### config.mk
export PLATFORM = sky130hd
export DESIGN_NAME = throttle_pedal_assist_ppm_top
export DESIGN_NICKNAME = d
export VERILOG_FILES = /design/src/sv/tpa_pkg.sv /design/src/sv/tpa_ctrl.sv /design/src/sv/tpa_datapath.sv /design/src/sv/throttle_pedal_assist_ppm_top.sv
export SDC_FILE = /design/constraint.sdc
export NUM_CORES = 1
export LEC_CHECK = 0
export ABC_AREA = 1
export ABC_CLOCK_PERIOD_IN_PS = 5700
export BUFFER_PORTS_ARGS = -buffer_cell sky130_fd_sc_hd__buf_2
export CAP_MARGIN = 30
export CORE_MARGIN = 2
export CORE_UTILIZATION = 40
export CTS_CLUSTER_SIZE = 24
export DETAILED_ROUTE_END_ITERATION = 10
export PLACE_DENSITY = 0.58
export SYNTH_ARGS = -nofsm -noshare
export SYNTH_HDL_FRONTEND = slang
export SYNTH_SLANG_ARGS = --single-unit
### constraint.sdc
create_clock -name aclk -period 5.7 [get_ports aclk]
set_input_delay 1.14 -clock aclk [delete_from_list [all_inputs] [get_ports aclk]]
set_output_delay 1.14 -clock aclk [all_outputs]
set_load 0.02 [all_outputs]
### src/sv/tpa_pkg.sv
// Shared types and constants for the throttle / pedal-assist pulse generator.
// Used by tpa_ctrl, tpa_datapath and throttle_pedal_assist_ppm_top; no dependencies.
package tpa_pkg;

    // Throttle converter resolution
    localparam int SAMPLE_BITS = 12;
    localparam int CEIL_W      = SAMPLE_BITS + 1;

    // Map operands must hold the ceiling and the assist span (4000)
    localparam int MAP_BITS  = (CEIL_W > 12) ? CEIL_W : 12;
    localparam int PULSE_W   = 16;
    localparam int DELTA_W   = PULSE_W + 1;
    localparam int PROD_W    = MAP_BITS + PULSE_W;
    localparam int DIV_STEPS = (PROD_W + 1) / 2;     // two quotient bits per step
    localparam int DIV_W     = 2 * DIV_STEPS;
    localparam int REM_W     = MAP_BITS + 1;
    localparam int CNT_W     = $clog2(DIV_STEPS);

    // Stream widths
    localparam int OP_W      = 2;
    localparam int S_TDATA_W = ((SAMPLE_BITS + 16 + 7) / 8) * 8;
    localparam int S_TUSER_W = OP_W;
    localparam int MODE_W    = 2;
    localparam int M_TDATA_W = PULSE_W;
    localparam int M_TUSER_W = MODE_W + 2;

    // Configuration port
    localparam int CFG_INDEX_W = 3;
    localparam int CFG_DATA_W  = 16;

    localparam logic [CFG_INDEX_W-1:0] REG_ASSIST_LEVEL  = 3'd0;
    localparam logic [CFG_INDEX_W-1:0] REG_OUTPUT_ENABLE = 3'd1;
    localparam logic [CFG_INDEX_W-1:0] REG_PERIOD_LIMIT  = 3'd2;
    localparam logic [CFG_INDEX_W-1:0] REG_HYSTERESIS    = 3'd3;
    localparam logic [CFG_INDEX_W-1:0] REG_IDLE_LIMIT    = 3'd4;
    localparam logic [CFG_INDEX_W-1:0] REG_PULSE_LOW     = 3'd5;
    localparam logic [CFG_INDEX_W-1:0] REG_PULSE_HIGH    = 3'd6;
    localparam logic [CFG_INDEX_W-1:0] REG_THROTTLE_MID  = 3'd7;

    // Event codes
    localparam logic [OP_W-1:0] OP_SAMPLE  = 2'd0;
    localparam logic [OP_W-1:0] OP_CAPTURE = 2'd1;
    localparam logic [OP_W-1:0] OP_TIMEOUT = 2'd2;
    localparam logic [OP_W-1:0] OP_REFRESH = 2'd3;

    // Drive modes
    localparam logic [MODE_W-1:0] MODE_OFF      = 2'd0;
    localparam logic [MODE_W-1:0] MODE_THROTTLE = 2'd1;
    localparam logic [MODE_W-1:0] MODE_ASSIST   = 2'd2;

    // Calibration phases
    localparam logic [1:0] CAL_DONE  = 2'd0;
    localparam logic [1:0] CAL_WAIT  = 2'd1;
    localparam logic [1:0] CAL_CEIL  = 2'd2;
    localparam logic [1:0] CAL_FLOOR = 2'd3;

    // Fixed values
    localparam logic [PULSE_W-1:0]  OFF_PULSE        = 16'd500;
    localparam logic [MAP_BITS-1:0] ASSIST_STEP      = MAP_BITS'(1000);
    localparam logic [MAP_BITS-1:0] ASSIST_SPAN      = MAP_BITS'(4000);
    localparam logic [3:0]          ASSIST_MAX_LEVEL = 4'd4;
    localparam logic [CEIL_W-1:0]   CEIL_RESET       = {1'b1, {SAMPLE_BITS{1'b0}}};

    // Register reset values
    localparam logic [3:0]  RST_ASSIST_LEVEL = 4'd1;
    localparam logic [15:0] RST_PERIOD_LIMIT = 16'd20000;
    localparam logic [15:0] RST_HYSTERESIS   = 16'd100;
    localparam logic [11:0] RST_IDLE_LIMIT   = 12'd100;
    localparam logic [15:0] RST_PULSE_LOW    = 16'd500;
    localparam logic [15:0] RST_PULSE_HIGH   = 16'd2500;
    localparam logic [11:0] RST_MID          = 12'd2048;

    // Controller -> datapath
    typedef struct packed {
        logic take_item;   // input transaction this cycle
        logic mul;         // form the map product
        logic div_step;    // two restoring divide steps
        logic load_out;    // move result into the output register
    } cmd_t;

    // Datapath -> controller
    typedef struct packed {
        logic out_free;    // output register can take a result this cycle
    } stat_t;

endpackage

### src/sv/tpa_ctrl.sv
// Sequencer for the pulse generator: input handshake, multiply/divide steps, result hand-off.
// Depends on tpa_pkg.
module tpa_ctrl (
    input  logic                           aclk,
    input  logic                           aresetn,
    input  logic                           s_tvalid,
    output logic                           s_tready,
    input  logic [tpa_pkg::S_TUSER_W-1:0]  s_tuser,
    input  tpa_pkg::stat_t                 stat,
    output tpa_pkg::cmd_t                  cmd
);

    localparam logic [1:0] ST_IDLE = 2'd0;
    localparam logic [1:0] ST_MUL  = 2'd1;
    localparam logic [1:0] ST_DIV  = 2'd2;
    localparam logic [1:0] ST_FIN  = 2'd3;

    logic [1:0]                  state_reg, state_next;
    logic [tpa_pkg::CNT_W-1:0]   cnt_reg, cnt_next;

    always_ff @(posedge aclk) begin
        if (!aresetn) begin
            state_reg <= ST_IDLE;
            cnt_reg   <= '0;
        end else begin
            state_reg <= state_next;
            cnt_reg   <= cnt_next;
        end
    end

    always_comb begin
        state_next = state_reg;
        cnt_next   = cnt_reg;
        cmd        = '0;
        s_tready   = 1'b0;
        unique case (state_reg)
            ST_IDLE: begin
                // no transaction is taken while reset is held
                s_tready = aresetn;
                if (s_tvalid && aresetn) begin
                    cmd.take_item = 1'b1;
                    if (s_tuser == tpa_pkg::OP_REFRESH) begin
                        state_next = ST_MUL;
                    end
                end
            end
            ST_MUL: begin
                cmd.mul    = 1'b1;
                cnt_next   = tpa_pkg::CNT_W'(tpa_pkg::DIV_STEPS - 1);
                state_next = ST_DIV;
            end
            ST_DIV: begin
                cmd.div_step = 1'b1;
                if (cnt_reg == '0) begin
                    state_next = ST_FIN;
                end else begin
                    cnt_next = cnt_reg - 1'b1;
                end
            end
            ST_FIN: begin
                // wait here only while a previous result is still unread
                if (stat.out_free) begin
                    cmd.load_out = 1'b1;
                    state_next   = ST_IDLE;
                end
            end
            default: state_next = ST_IDLE;
        endcase
    end

endmodule

### src/sv/tpa_datapath.sv
// Datapath: config registers, calibration and pedal state, map setup, multiplier,
// radix-4 restoring divider and output register. Depends on tpa_pkg.
module tpa_datapath (
    input  logic                             aclk,
    input  logic                             aresetn,
    input  tpa_pkg::cmd_t                    cmd,
    output tpa_pkg::stat_t                   stat,
    input  logic [tpa_pkg::S_TDATA_W-1:0]    s_tdata,
    input  logic [tpa_pkg::S_TUSER_W-1:0]    s_tuser,
    input  logic                             cfg_write,
    input  logic [tpa_pkg::CFG_INDEX_W-1:0]  cfg_index,
    input  logic [tpa_pkg::CFG_DATA_W-1:0]   cfg_data,
    output logic                             m_tvalid,
    input  logic                             m_tready,
    output logic [tpa_pkg::M_TDATA_W-1:0]    m_tdata,
    output logic [tpa_pkg::M_TUSER_W-1:0]    m_tuser
);

    localparam int SB = tpa_pkg::SAMPLE_BITS;
    localparam int MB = tpa_pkg::MAP_BITS;
    localparam int PW = tpa_pkg::PULSE_W;
    localparam int DW = tpa_pkg::DIV_W;
    localparam int RW = tpa_pkg::REM_W;

    // configuration
    logic [3:0]    assist_level_reg;
    logic          output_enable_reg;
    logic [15:0]   period_limit_reg;
    logic [15:0]   hysteresis_reg;
    logic [11:0]   idle_limit_reg;
    logic [PW-1:0] pulse_low_reg;
    logic [PW-1:0] pulse_high_reg;
    logic [11:0]   mid_reg;

    // event state
    logic [1:0]                  calib_phase_reg;
    logic [SB-1:0]               floor_reg;
    logic [tpa_pkg::CEIL_W-1:0]  ceil_reg;
    logic [SB-1:0]               level_reg;
    logic                        pedal_active_reg;
    logic                        capture_seen_reg;

    // refresh computation
    logic [MB-1:0]                 diff_reg;
    logic [MB-1:0]                 span_reg;
    logic [PW-1:0]                 dmag_reg;
    logic                          neg_reg;
    logic                          early_reg;
    logic [PW-1:0]                 early_pulse_reg;
    logic [tpa_pkg::MODE_W-1:0]    mode_reg;
    logic                          pflag_reg;
    logic                          calib_flag_reg;
    logic [DW-1:0]                 quo_reg;
    logic [RW-1:0]                 rem_reg;

    // output register
    logic                          m_tvalid_reg;
    logic [PW-1:0]                 m_pulse_reg;
    logic [tpa_pkg::M_TUSER_W-1:0] m_tuser_reg;

    logic [tpa_pkg::OP_W-1:0] op;
    logic [SB-1:0]            sample;
    logic [15:0]              period;
    logic                     high;
    logic [16:0]              pedal_limit;
    logic                     assist_sel;
    logic [MB-1:0]            assist_v;
    logic [MB-1:0]            map_v, map_lo, map_hi;
    logic [tpa_pkg::DELTA_W-1:0] delta;
    logic [tpa_pkg::DELTA_W-1:0] delta_neg;
    logic [tpa_pkg::PROD_W-1:0]  product;
    logic [DW-1:0]            quo_step;
    logic [RW-1:0]            rem_step;
    logic [RW-1:0]            trial;
    logic [PW-1:0]            quo16;
    logic [PW-1:0]            pulse_calc;

    assign op     = s_tuser;
    assign sample = s_tdata[SB-1:0];
    assign period = s_tdata[SB+15:SB];
    assign high   = MB'(sample) > MB'(mid_reg);

    assign pedal_limit = {1'b0, period_limit_reg}
                       + (pedal_active_reg ? {1'b0, hysteresis_reg} : 17'd0);

    // map setup: choose assist point or throttle level
    assign assist_v   = tpa_pkg::ASSIST_STEP * MB'(assist_level_reg);
    assign assist_sel = (MB'(level_reg) < MB'(idle_limit_reg)) && pedal_active_reg
                     && (assist_level_reg != 4'd0)
                     && (assist_level_reg <= tpa_pkg::ASSIST_MAX_LEVEL);
    assign map_v  = assist_sel ? assist_v : MB'(level_reg);
    assign map_lo = assist_sel ? '0 : MB'(floor_reg);
    assign map_hi = assist_sel ? tpa_pkg::ASSIST_SPAN : MB'(ceil_reg);

    assign delta     = {1'b0, pulse_high_reg} - {1'b0, pulse_low_reg};
    assign delta_neg = ~delta + 1'b1;
    assign product   = tpa_pkg::PROD_W'(diff_reg) * tpa_pkg::PROD_W'(dmag_reg);

    // two restoring steps; quotient bits shift in as dividend bits shift out
    always_comb begin
        quo_step = quo_reg;
        rem_step = rem_reg;
        trial    = '0;
        for (int i = 0; i < 2; i++) begin
            trial    = {rem_step[RW-2:0], quo_step[DW-1]};
            quo_step = {quo_step[DW-2:0], 1'b0};
            if (trial >= {1'b0, span_reg}) begin
                trial       = trial - {1'b0, span_reg};
                quo_step[0] = 1'b1;
            end
            rem_step = trial;
        end
    end

    // quotient magnitude is below |delta|, so 16 bits hold it
    assign quo16      = quo_reg[PW-1:0];
    assign pulse_calc = pulse_low_reg + (neg_reg ? (~quo16 + 1'b1) : quo16);

    always_ff @(posedge aclk) begin
        if (!aresetn) begin
            assist_level_reg  <= tpa_pkg::RST_ASSIST_LEVEL;
            output_enable_reg <= 1'b1;
            period_limit_reg  <= tpa_pkg::RST_PERIOD_LIMIT;
            hysteresis_reg    <= tpa_pkg::RST_HYSTERESIS;
            idle_limit_reg    <= tpa_pkg::RST_IDLE_LIMIT;
            pulse_low_reg     <= tpa_pkg::RST_PULSE_LOW;
            pulse_high_reg    <= tpa_pkg::RST_PULSE_HIGH;
            mid_reg           <= tpa_pkg::RST_MID;
        end else if (cfg_write) begin
            unique case (cfg_index)
                tpa_pkg::REG_ASSIST_LEVEL:  assist_level_reg  <= cfg_data[3:0];
                tpa_pkg::REG_OUTPUT_ENABLE: output_enable_reg <= cfg_data[0];
                tpa_pkg::REG_PERIOD_LIMIT:  period_limit_reg  <= cfg_data;
                tpa_pkg::REG_HYSTERESIS:    hysteresis_reg    <= cfg_data;
                tpa_pkg::REG_IDLE_LIMIT:    idle_limit_reg    <= cfg_data[11:0];
                tpa_pkg::REG_PULSE_LOW:     pulse_low_reg     <= cfg_data;
                tpa_pkg::REG_PULSE_HIGH:    pulse_high_reg    <= cfg_data;
                tpa_pkg::REG_THROTTLE_MID:  mid_reg           <= cfg_data[11:0];
                default: ;
            endcase
        end
    end

    always_ff @(posedge aclk) begin
        if (!aresetn) begin
            calib_phase_reg  <= tpa_pkg::CAL_WAIT;
            floor_reg        <= '0;
            ceil_reg         <= tpa_pkg::CEIL_RESET;
            level_reg        <= '0;
            pedal_active_reg <= 1'b0;
            capture_seen_reg <= 1'b1;
        end else if (cmd.take_item) begin
            case (op)
                tpa_pkg::OP_SAMPLE: begin
                    case (calib_phase_reg)
                        tpa_pkg::CAL_DONE: level_reg <= sample;
                        tpa_pkg::CAL_WAIT: begin
                            if (high) begin
                                calib_phase_reg <= tpa_pkg::CAL_CEIL;
                                ceil_reg        <= tpa_pkg::CEIL_W'(sample);
                            end else begin
                                calib_phase_reg <= tpa_pkg::CAL_DONE;
                            end
                        end
                        tpa_pkg::CAL_CEIL: begin
                            if (!high) begin
                                calib_phase_reg <= tpa_pkg::CAL_FLOOR;
                                floor_reg       <= sample;
                            end else if (tpa_pkg::CEIL_W'(sample) > ceil_reg) begin
                                ceil_reg <= tpa_pkg::CEIL_W'(sample);
                            end
                        end
                        tpa_pkg::CAL_FLOOR: begin
                            if (high) begin
                                calib_phase_reg <= tpa_pkg::CAL_DONE;
                            end else if (sample < floor_reg) begin
                                floor_reg <= sample;
                            end
                        end
                    endcase
                end
                tpa_pkg::OP_CAPTURE: begin
                    if ({1'b0, period} < pedal_limit) begin
                        if (capture_seen_reg) begin
                            pedal_active_reg <= 1'b1;
                        end
                    end else begin
                        pedal_active_reg <= 1'b0;
                    end
                    capture_seen_reg <= 1'b1;
                end
                tpa_pkg::OP_TIMEOUT: begin
                    if (!capture_seen_reg) begin
                        pedal_active_reg <= 1'b0;
                    end else begin
                        capture_seen_reg <= 1'b0;
                    end
                end
                tpa_pkg::OP_REFRESH: ;
            endcase
        end
    end

    // refresh setup, product and divider; payload only, no reset
    always_ff @(posedge aclk) begin
        if (cmd.take_item && (op == tpa_pkg::OP_REFRESH)) begin
            diff_reg       <= map_v - map_lo;
            span_reg       <= map_hi - map_lo;
            neg_reg        <= delta[tpa_pkg::DELTA_W-1];
            dmag_reg       <= delta[tpa_pkg::DELTA_W-1] ? delta_neg[PW-1:0] : delta[PW-1:0];
            pflag_reg      <= pedal_active_reg;
            calib_flag_reg <= (calib_phase_reg != tpa_pkg::CAL_DONE);
            if (!output_enable_reg) begin
                early_reg       <= 1'b1;
                early_pulse_reg <= tpa_pkg::OFF_PULSE;
                mode_reg        <= tpa_pkg::MODE_OFF;
            end else begin
                early_reg       <= (map_v <= map_lo) || (map_v >= map_hi);
                early_pulse_reg <= (map_v <= map_lo) ? pulse_low_reg : pulse_high_reg;
                mode_reg        <= assist_sel ? tpa_pkg::MODE_ASSIST : tpa_pkg::MODE_THROTTLE;
            end
        end
        if (cmd.mul) begin
            quo_reg <= DW'(product);
            rem_reg <= '0;
        end else if (cmd.div_step) begin
            quo_reg <= quo_step;
            rem_reg <= rem_step;
        end
    end

    always_ff @(posedge aclk) begin
        if (!aresetn) begin
            m_tvalid_reg <= 1'b0;
        end else if (cmd.load_out) begin
            m_tvalid_reg <= 1'b1;
        end else if (m_tready) begin
            m_tvalid_reg <= 1'b0;
        end
    end

    always_ff @(posedge aclk) begin
        if (cmd.load_out) begin
            m_pulse_reg <= early_reg ? early_pulse_reg : pulse_calc;
            m_tuser_reg <= {calib_flag_reg, pflag_reg, mode_reg};
        end
    end

    assign stat.out_free = !m_tvalid_reg || m_tready;
    assign m_tvalid      = m_tvalid_reg;
    assign m_tdata       = m_pulse_reg;
    assign m_tuser       = m_tuser_reg;

endmodule

### src/sv/throttle_pedal_assist_ppm_top.sv
// Top level of the throttle / pedal-assist servo pulse generator.
// Depends on tpa_pkg, tpa_ctrl and tpa_datapath.

// Takes throttle samples, pedal period captures, pedal timeout ticks and refresh
// ticks on one input stream (event code in s_tuser) and answers each refresh with
// one servo pulse width. Sample, capture and timeout events leave the block idle and
// produce nothing. A refresh holds the input through setup, the multiply, 15 steps of
// the shared restoring divider at two quotient bits a step, and the load of the output
// register; that load waits while an earlier result is still unread.
// Configuration writes are taken whenever reset is released and must only be issued
// while the block is idle. No clearing pass after reset.
module throttle_pedal_assist_ppm_top (
    input  logic                             aclk,
    input  logic                             aresetn,
    input  logic                             s_tvalid,
    output logic                             s_tready,
    input  logic [tpa_pkg::S_TDATA_W-1:0]    s_tdata,   // sample, capture_period, zero pad
    input  logic [tpa_pkg::S_TUSER_W-1:0]    s_tuser,   // operation
    output logic                             m_tvalid,
    input  logic                             m_tready,
    output logic [tpa_pkg::M_TDATA_W-1:0]    m_tdata,   // pulse_width
    output logic [tpa_pkg::M_TUSER_W-1:0]    m_tuser,   // drive_mode, pedal_flag, calibrating
    input  logic                             cfg_valid,
    output logic                             cfg_ready,
    input  logic [tpa_pkg::CFG_INDEX_W-1:0]  cfg_index,
    input  logic [tpa_pkg::CFG_DATA_W-1:0]   cfg_data
);

    tpa_pkg::cmd_t  cmd;
    tpa_pkg::stat_t stat;
    logic           cfg_write;

    assign cfg_ready = aresetn;
    assign cfg_write = cfg_valid && cfg_ready;

    tpa_ctrl u_ctrl (
        .aclk     (aclk),
        .aresetn  (aresetn),
        .s_tvalid (s_tvalid),
        .s_tready (s_tready),
        .s_tuser  (s_tuser),
        .stat     (stat),
        .cmd      (cmd)
    );

    tpa_datapath u_datapath (
        .aclk      (aclk),
        .aresetn   (aresetn),
        .cmd       (cmd),
        .stat      (stat),
        .s_tdata   (s_tdata),
        .s_tuser   (s_tuser),
        .cfg_write (cfg_write),
        .cfg_index (cfg_index),
        .cfg_data  (cfg_data),
        .m_tvalid  (m_tvalid),
        .m_tready  (m_tready),
        .m_tdata   (m_tdata),
        .m_tuser   (m_tuser)
    );

endmodule

; Word level (Yosys, flattened, before mapping)
; Cells that the tools add are included.
[op_classes]
n_addsub = 10
mul = 2
order_cmp = 10
n_eq_ne = 30
muxes = 48
bitwise_logic = 2
reduce_logical = 39
[op_table]
columns = op, n
row1 = 2-to-1 mux 13 bit, 7
row2 = 2-to-1 mux 16 bit, 5
row3 = 2-to-1 mux 29 bit, 2
row4 = subtractor 13 bit, 4
row5 = 2-to-1 mux 12 bit, 4
row6 = adder 16 x 1 -> 16 bit (second input constant), 2
row7 = NOT 16 bit, 2
row8 = multiplier 13 x 16 -> 29 bit, 1
row9 = greater-or-equal comparator 14 x 13 -> 1 bit, 2
row10 = one-hot mux 13 bit (2 select lines), 1
row11 = less-than comparator 12 bit, 2
row12 = one-hot mux 12 bit (2 select lines), 1
row13 = AND reduction 2 bit, 10
row14 = adder 16 x 17 -> 17 bit, 1
row15 = less-than comparator 16 x 17 -> 1 bit, 1
row16 = subtractor 16 x 16 -> 17 bit, 1
row17 = adder 16 bit, 1
row18 = 2-to-1 mux 2 bit, 8
row19 = != test 2 x 1 -> 1 bit (second input constant), 8
row20 = 2-to-1 mux 1 bit, 14
row21 = nonzero test 2 bit, 7
row22 = greater-or-equal comparator 13 bit, 1
row23 = greater-than comparator 12 x 13 -> 1 bit, 1
row24 = <= comparator 13 bit, 1
row25 = 28 further kinds, 54
[totals]
reg_bits = 268
in_bits = 58
output_inout_bits = 23

; Logic depth before layout (Yosys ltp)
[depth]
word_depth = 7
mapped_depth = 28
depth_no_buf = 28

; Modules after synthesis
; From an unflattened synthesis, not the netlist that was laid out.
[hier_totals]
hier_cells = 3509
hier_area_um2 = 25843.5
[modules_own_cells]
columns = module, n_inst, cells_each, area_each_um2, seq_area_each_um2
row1 = tpa_datapath, 1, 3436, 25380.6, 6376.1
row2 = tpa_ctrl, 1, 70, 447.9, 120.1
row3 = throttle_pedal_assist_ppm_top, 1, 3, 15.0, 0.0

; Worst setup path after synthesis
; No wires, ideal clock.
[synth_timing]
kind = reg-to-reg
start = register u_datapath.diff_reg[12]
end = register u_datapath.quo_reg[15], data pin
setup_ns = 0.254
arrival_time_ns = 4.997
required_ns = 5.446
setup_slack_ns = 0.449
path_stages_with_launch = 21
cell_sequence = edfxtp_1 > clkbuf_1 > clkbuf_1 > nand2_1 > fa_1 > fa_1 > inv_1 > fa_1 > fa_1 > inv_1 > fa_1 > inv_1 > ha_1 > inv_1 > o21ai_0 > a21boi_0 > nand2_1 > a31o_2 > or2_2 > nand3_1 > nand2_1
[synth_via]
elab_chain_cells = 2
[synth_lines]
columns = element, line
row1 = start: declaration, tpa_datapath.sv:44  ; logic [MB-1:0] diff_reg;
row2 = start signal: assignment, tpa_datapath.sv:207  ; diff_reg <= map_v - map_lo;
row3 = multiplier 13 x 16 -> 29 bit, tpa_datapath.sv:97  ; assign product = tpa_pkg::PROD_W'(diff_reg) * tpa_pkg::PROD_W'(dmag_reg);
row4 = 2-to-1 mux 29 bit, tpa_datapath.sv:223  ; if (cmd.mul) begin
row5 = end signal: assignment, tpa_datapath.sv:224  ; quo_reg <= DW'(product);
row6 = end signal: assignment, tpa_datapath.sv:227  ; quo_reg <= quo_step;
row7 = end: declaration, tpa_datapath.sv:53  ; logic [DW-1:0] quo_reg;
; Every way passes these cells.
; A chain may end at the register's enable or synchronous reset.

; Final worst setup path
[layout_timing]
start = register u_datapath.dmag_reg[5]
end = register u_datapath.quo_reg[13], data pin
[layout_via]
elab_chain_cells = 2
[layout_lines]
columns = element, line
row1 = start: declaration, tpa_datapath.sv:46  ; logic [PW-1:0] dmag_reg;
row2 = start signal: assignment, tpa_datapath.sv:210  ; dmag_reg <= delta[tpa_pkg::DELTA_W-1] ? delta_neg[PW-1:0] : delta[PW-1:0];
row3 = multiplier 13 x 16 -> 29 bit, tpa_datapath.sv:97
row4 = 2-to-1 mux 29 bit, tpa_datapath.sv:223
; Every way passes these cells.

==> impl_metrics.tcl <==
set metrics [dict create \
    final_cell_mix "nand2_1 (825), inv_1 (692), ha_1 (268)" \
    hold_path_class "flip-flop to flip-flop" \
    avgSynthCellArea_sq_um 7.346 \
    cpPeakStageDelay_ns 0.56 \
    synth_top_family_by_area "adder cells" \
    slew_headroom_pct 38.01 \
    layout_commonest_cell "nand2_1" \
    cts_buffers 31 \
    synth.area.mux_share_pct 0.03903 \
    timing.fmax_mhz 182.2 \
    die_area_sq_um 66150 \
    synth_simple_gate_area_share_pct 22.28 \
    numPortBuffers 76 \
    use_met3_pct 1.980 \
    synth_edf_count 113 \
    postRouteAntennaNets 0 \
    die_w_microns 257.2 \
    critical_path.endpoint_type "flip-flop" \
    clock_skew_ns 0.02094 \
    total_power_mw 10.57 \
    via_per_inst 4.906 \
    synth_warnings 0 \
    crit_family "adder cells" \
    drive_above_1_share_pct 7.173 \
    ctsLongestPathBuffers 3 \
    drt_iter0_markers 1270 \
    drtPass1Iterations 6 \
    crit_chain "buf_4 -> nand2_1 -> inv_1 -> fa_1 -> inv_1 -> fa_1 -> inv_1 -> fa_1 -> inv_1 -> fa_1 -> fa_1 -> inv_1 -> ha_1 -> nand2_1 -> o21ai_1 -> a21oi_1 -> o21bai_1 -> a21oi_1 -> or2_1 -> nand3_1 -> o21ai_1" \
    hpwlAfterDp_microns 53860 \
    totalWireLength_microns 67930 \
    async_flop_share_pct 0 \
    synthCells 3491 \
    ios 81 \
    core-area_sq_um 63200 \
    cp.required_ns 5.99 \
    cp_slowest_cell "fa_1" \
    grt_util_all_layers_pct 20.77 \
    max_slew.worst_pin.slew_ns 0.9271 \
    crit_fanout 5 \
    drv_slew 0 \
    r2r-end "u_datapath.quo_reg[13]$_DFFE_PP_" \
    power.density_nw_per_um2 369.3 \
    gp_congestion 0.8955 \
    status "completed" \
    clk_latency_ns 0.58 \
    syn_nets 3987 \
    antenna_found_initial 2 \
    arrival_ns 5.78 \
    drc 0 \
    nFillCells 6426 \
    grtUsageMet2_pct 34.12 \
    post-route-period-util_pct 96.28 \
    largest_reg_flops 30 \
    r2r-start "u_datapath.dmag_reg[5]$_DFFE_PP_" \
    rrSetupSlack_ns 0.21 \
    setup_viol 0 \
    holdPathStages 0 \
    multi_input_area_sq_um 16140 \
    yosys_register_bits 268 \
    power_leakage_nw 14.89 \
    hold_violations 0 \
    maxCapViolCount 0 \
    holdCritStartpoint "u_datapath.mode_reg[0]$_SDFFCE_PN0P_" \
    seq_area_sq_um 6496 \
    cts-htree-levels 1 \
    rsz0062_at_grt "yes" \
    synth_xor_area_share_pct 3.279 \
    crit_type "flip-flop to flip-flop" \
    ys.flop_type "dfxtp_1" \
    grt_pass1_wl_microns 111900 \
    yosysSeqAreaShare_pct 25.33 \
    grt.overflow.total 0 \
    reg2reg_depth 21 \
    grtUsageMet1_pct 29.63 \
    antennaDiodeCount 0 \
    holdBufCountCts 0 \
    cts_tree "yes" \
    busiest_layer "met2" \
    cp_num_buf_inv 6 \
    nNetsFinal 4068 \
    ir_worst_vdd_uv 236.5 \
    yosys.area_share.adder_pct 26.29 \
    cts_sinks 268 \
    ys_types 58 \
    die-height_microns 257.2 \
    wire_per_inst_microns 15.29 \
    start_util_pct 40.58 \
    synth_compound_area_share_pct 10.85 \
    min_to "u_datapath.m_tuser[0]$_DFFE_PP_" \
    grt_pass1_vias 21140 \
    syn_area_sq_um 25640 \
    grt_max_degree 71 \
    syn2layout_area_growth_pct 11.64 \
    post-route-min-period_ns 5.488 \
    vias 21800 \
    row_count 92 \
    clk_pin_slew_worst_paths_ns 0.06 \
    hold_slack_ns 0.4171 \
    cts_root_buffer "clkbuf_16" \
    start_kind "flip-flop" \
]
==> cells by family (layout without fill, tap and decap cells) <==
logic type               after synthesis  count (layout)
AO/OA/AOI/OAI                        508             508
XOR/XNOR                              96              96
adder cells (fa/ha/maj)              438             438
buffers and inverters                806             912
flip-flops                           268             268
multiplexers                           1               1
AND/OR/NAND/NOR                     1374            1374
==> per-layer routing <==
metal	up-vias	wire, microns
li1	11220	-
met1	10110	33120
met2	408	30800
met3	60	2859
met4	0	1146
met5	-	0
==> worst max-delay path by stage <==
| stage | from | to | slack (ns) | cells after the start |
|---|---|---|---|---|
| 3_5_place_dp | u_datapath.dmag_reg[5]$_DFFE_PP_ | u_datapath.quo_reg[15]$_DFFE_PP_ | 0.09 | 17 |
| 5_1_grt | u_datapath.dmag_reg[5]$_DFFE_PP_ | u_datapath.quo_reg[17]$_DFFE_PP_ | -0.1 | 21 |
| 6_report | u_datapath.dmag_reg[5]$_DFFE_PP_ | u_datapath.quo_reg[13]$_DFFE_PP_ | 0.21 | 21 |
| 3_3_place_gp | u_datapath.dmag_reg[6]$_DFFE_PP_ | u_datapath.quo_reg[22]$_DFFE_PP_ | 0.12 | 25 |
| 2_1_floorplan | u_datapath.diff_reg[12]$_DFFE_PP_ | u_datapath.quo_reg[15]$_DFFE_PP_ | 0.45 | 20 |
| 4_1_cts | u_datapath.dmag_reg[5]$_DFFE_PP_ | u_datapath.quo_reg[15]$_DFFE_PP_ | 0.08 | 17 |
==> cell usage after synthesis, drive strengths merged, types with 2 or more instances <==
master	count	area share, %
a211oi	7	0.20
a21boi	7	0.20
a21o	11	0.32
a21oi	215	4.2
a221oi	2	0.068
a31oi	10	0.24
buf	24	0.49
clkbuf	88	1.3
dfxtp	155	12
edfxtp	113	13
fa	168	13
ha	270	13
inv	693	10
nand2	828	12
nand3	171	3.5
nand3b	13	0.38
nand4	58	1.4
nor2	261	3.9
nor3	18	0.35
nor4	3	0.073
o2111ai	3	0.10
o211ai	15	0.44
o21a	2	0.059
o21ai	205	4.0
o21bai	16	0.47
o221ai	2	0.068
o22ai	3	0.073
o31ai	4	0.12
or2	18	0.44
xnor2	36	1.2
xor2	60	2.0
==> metrics by stage <==
stage | setup WS (ns) | std cells | util [%] | TNS (ns) | area (sq um)
after floorplan | 0.4494 | 3491 | - | 0 | 25640
after global placement | 0.1246 | 4366 | 43.20 | 0 | 27300
after detailed placement | 0.08720 | 4366 | 43.20 | 0 | 27300
after CTS | 0.07915 | 4424 | 44.94 | 0 | 28400
after global routing | -0.09821 | 4443 | 45.30 | -0.2989 | 28630
final | 0.2119 | 4443 | 45.30 | 0 | 28630
==> layout make-up <==
cell class	count	share of cell area, %
Clock inverter	20	0.9746
Sequential cell	268	22.69
Inverter	694	9.099
Tap cell	846	3.697
Timing Repair Buffer	160	4.283
Clock buffer	38	2.871
Multi-Input combinational cell	2417	56.38
==> what timing repair did <==
item,in CTS,in global routing
gates resized for setup,0,10
setup buffers,0,19
setup endpoints to repair,0,15
==> power by group <==
group / switching, mW / leakage, nW / internal [mW]
Sequential: 0.158 / 2.30 / 2.37
Combinational: 3.66 / 12.1 / 2.23
Clock: 0.857 / 0.534 / 1.30
Note: power is estimated with default switching activity, not from simulation.
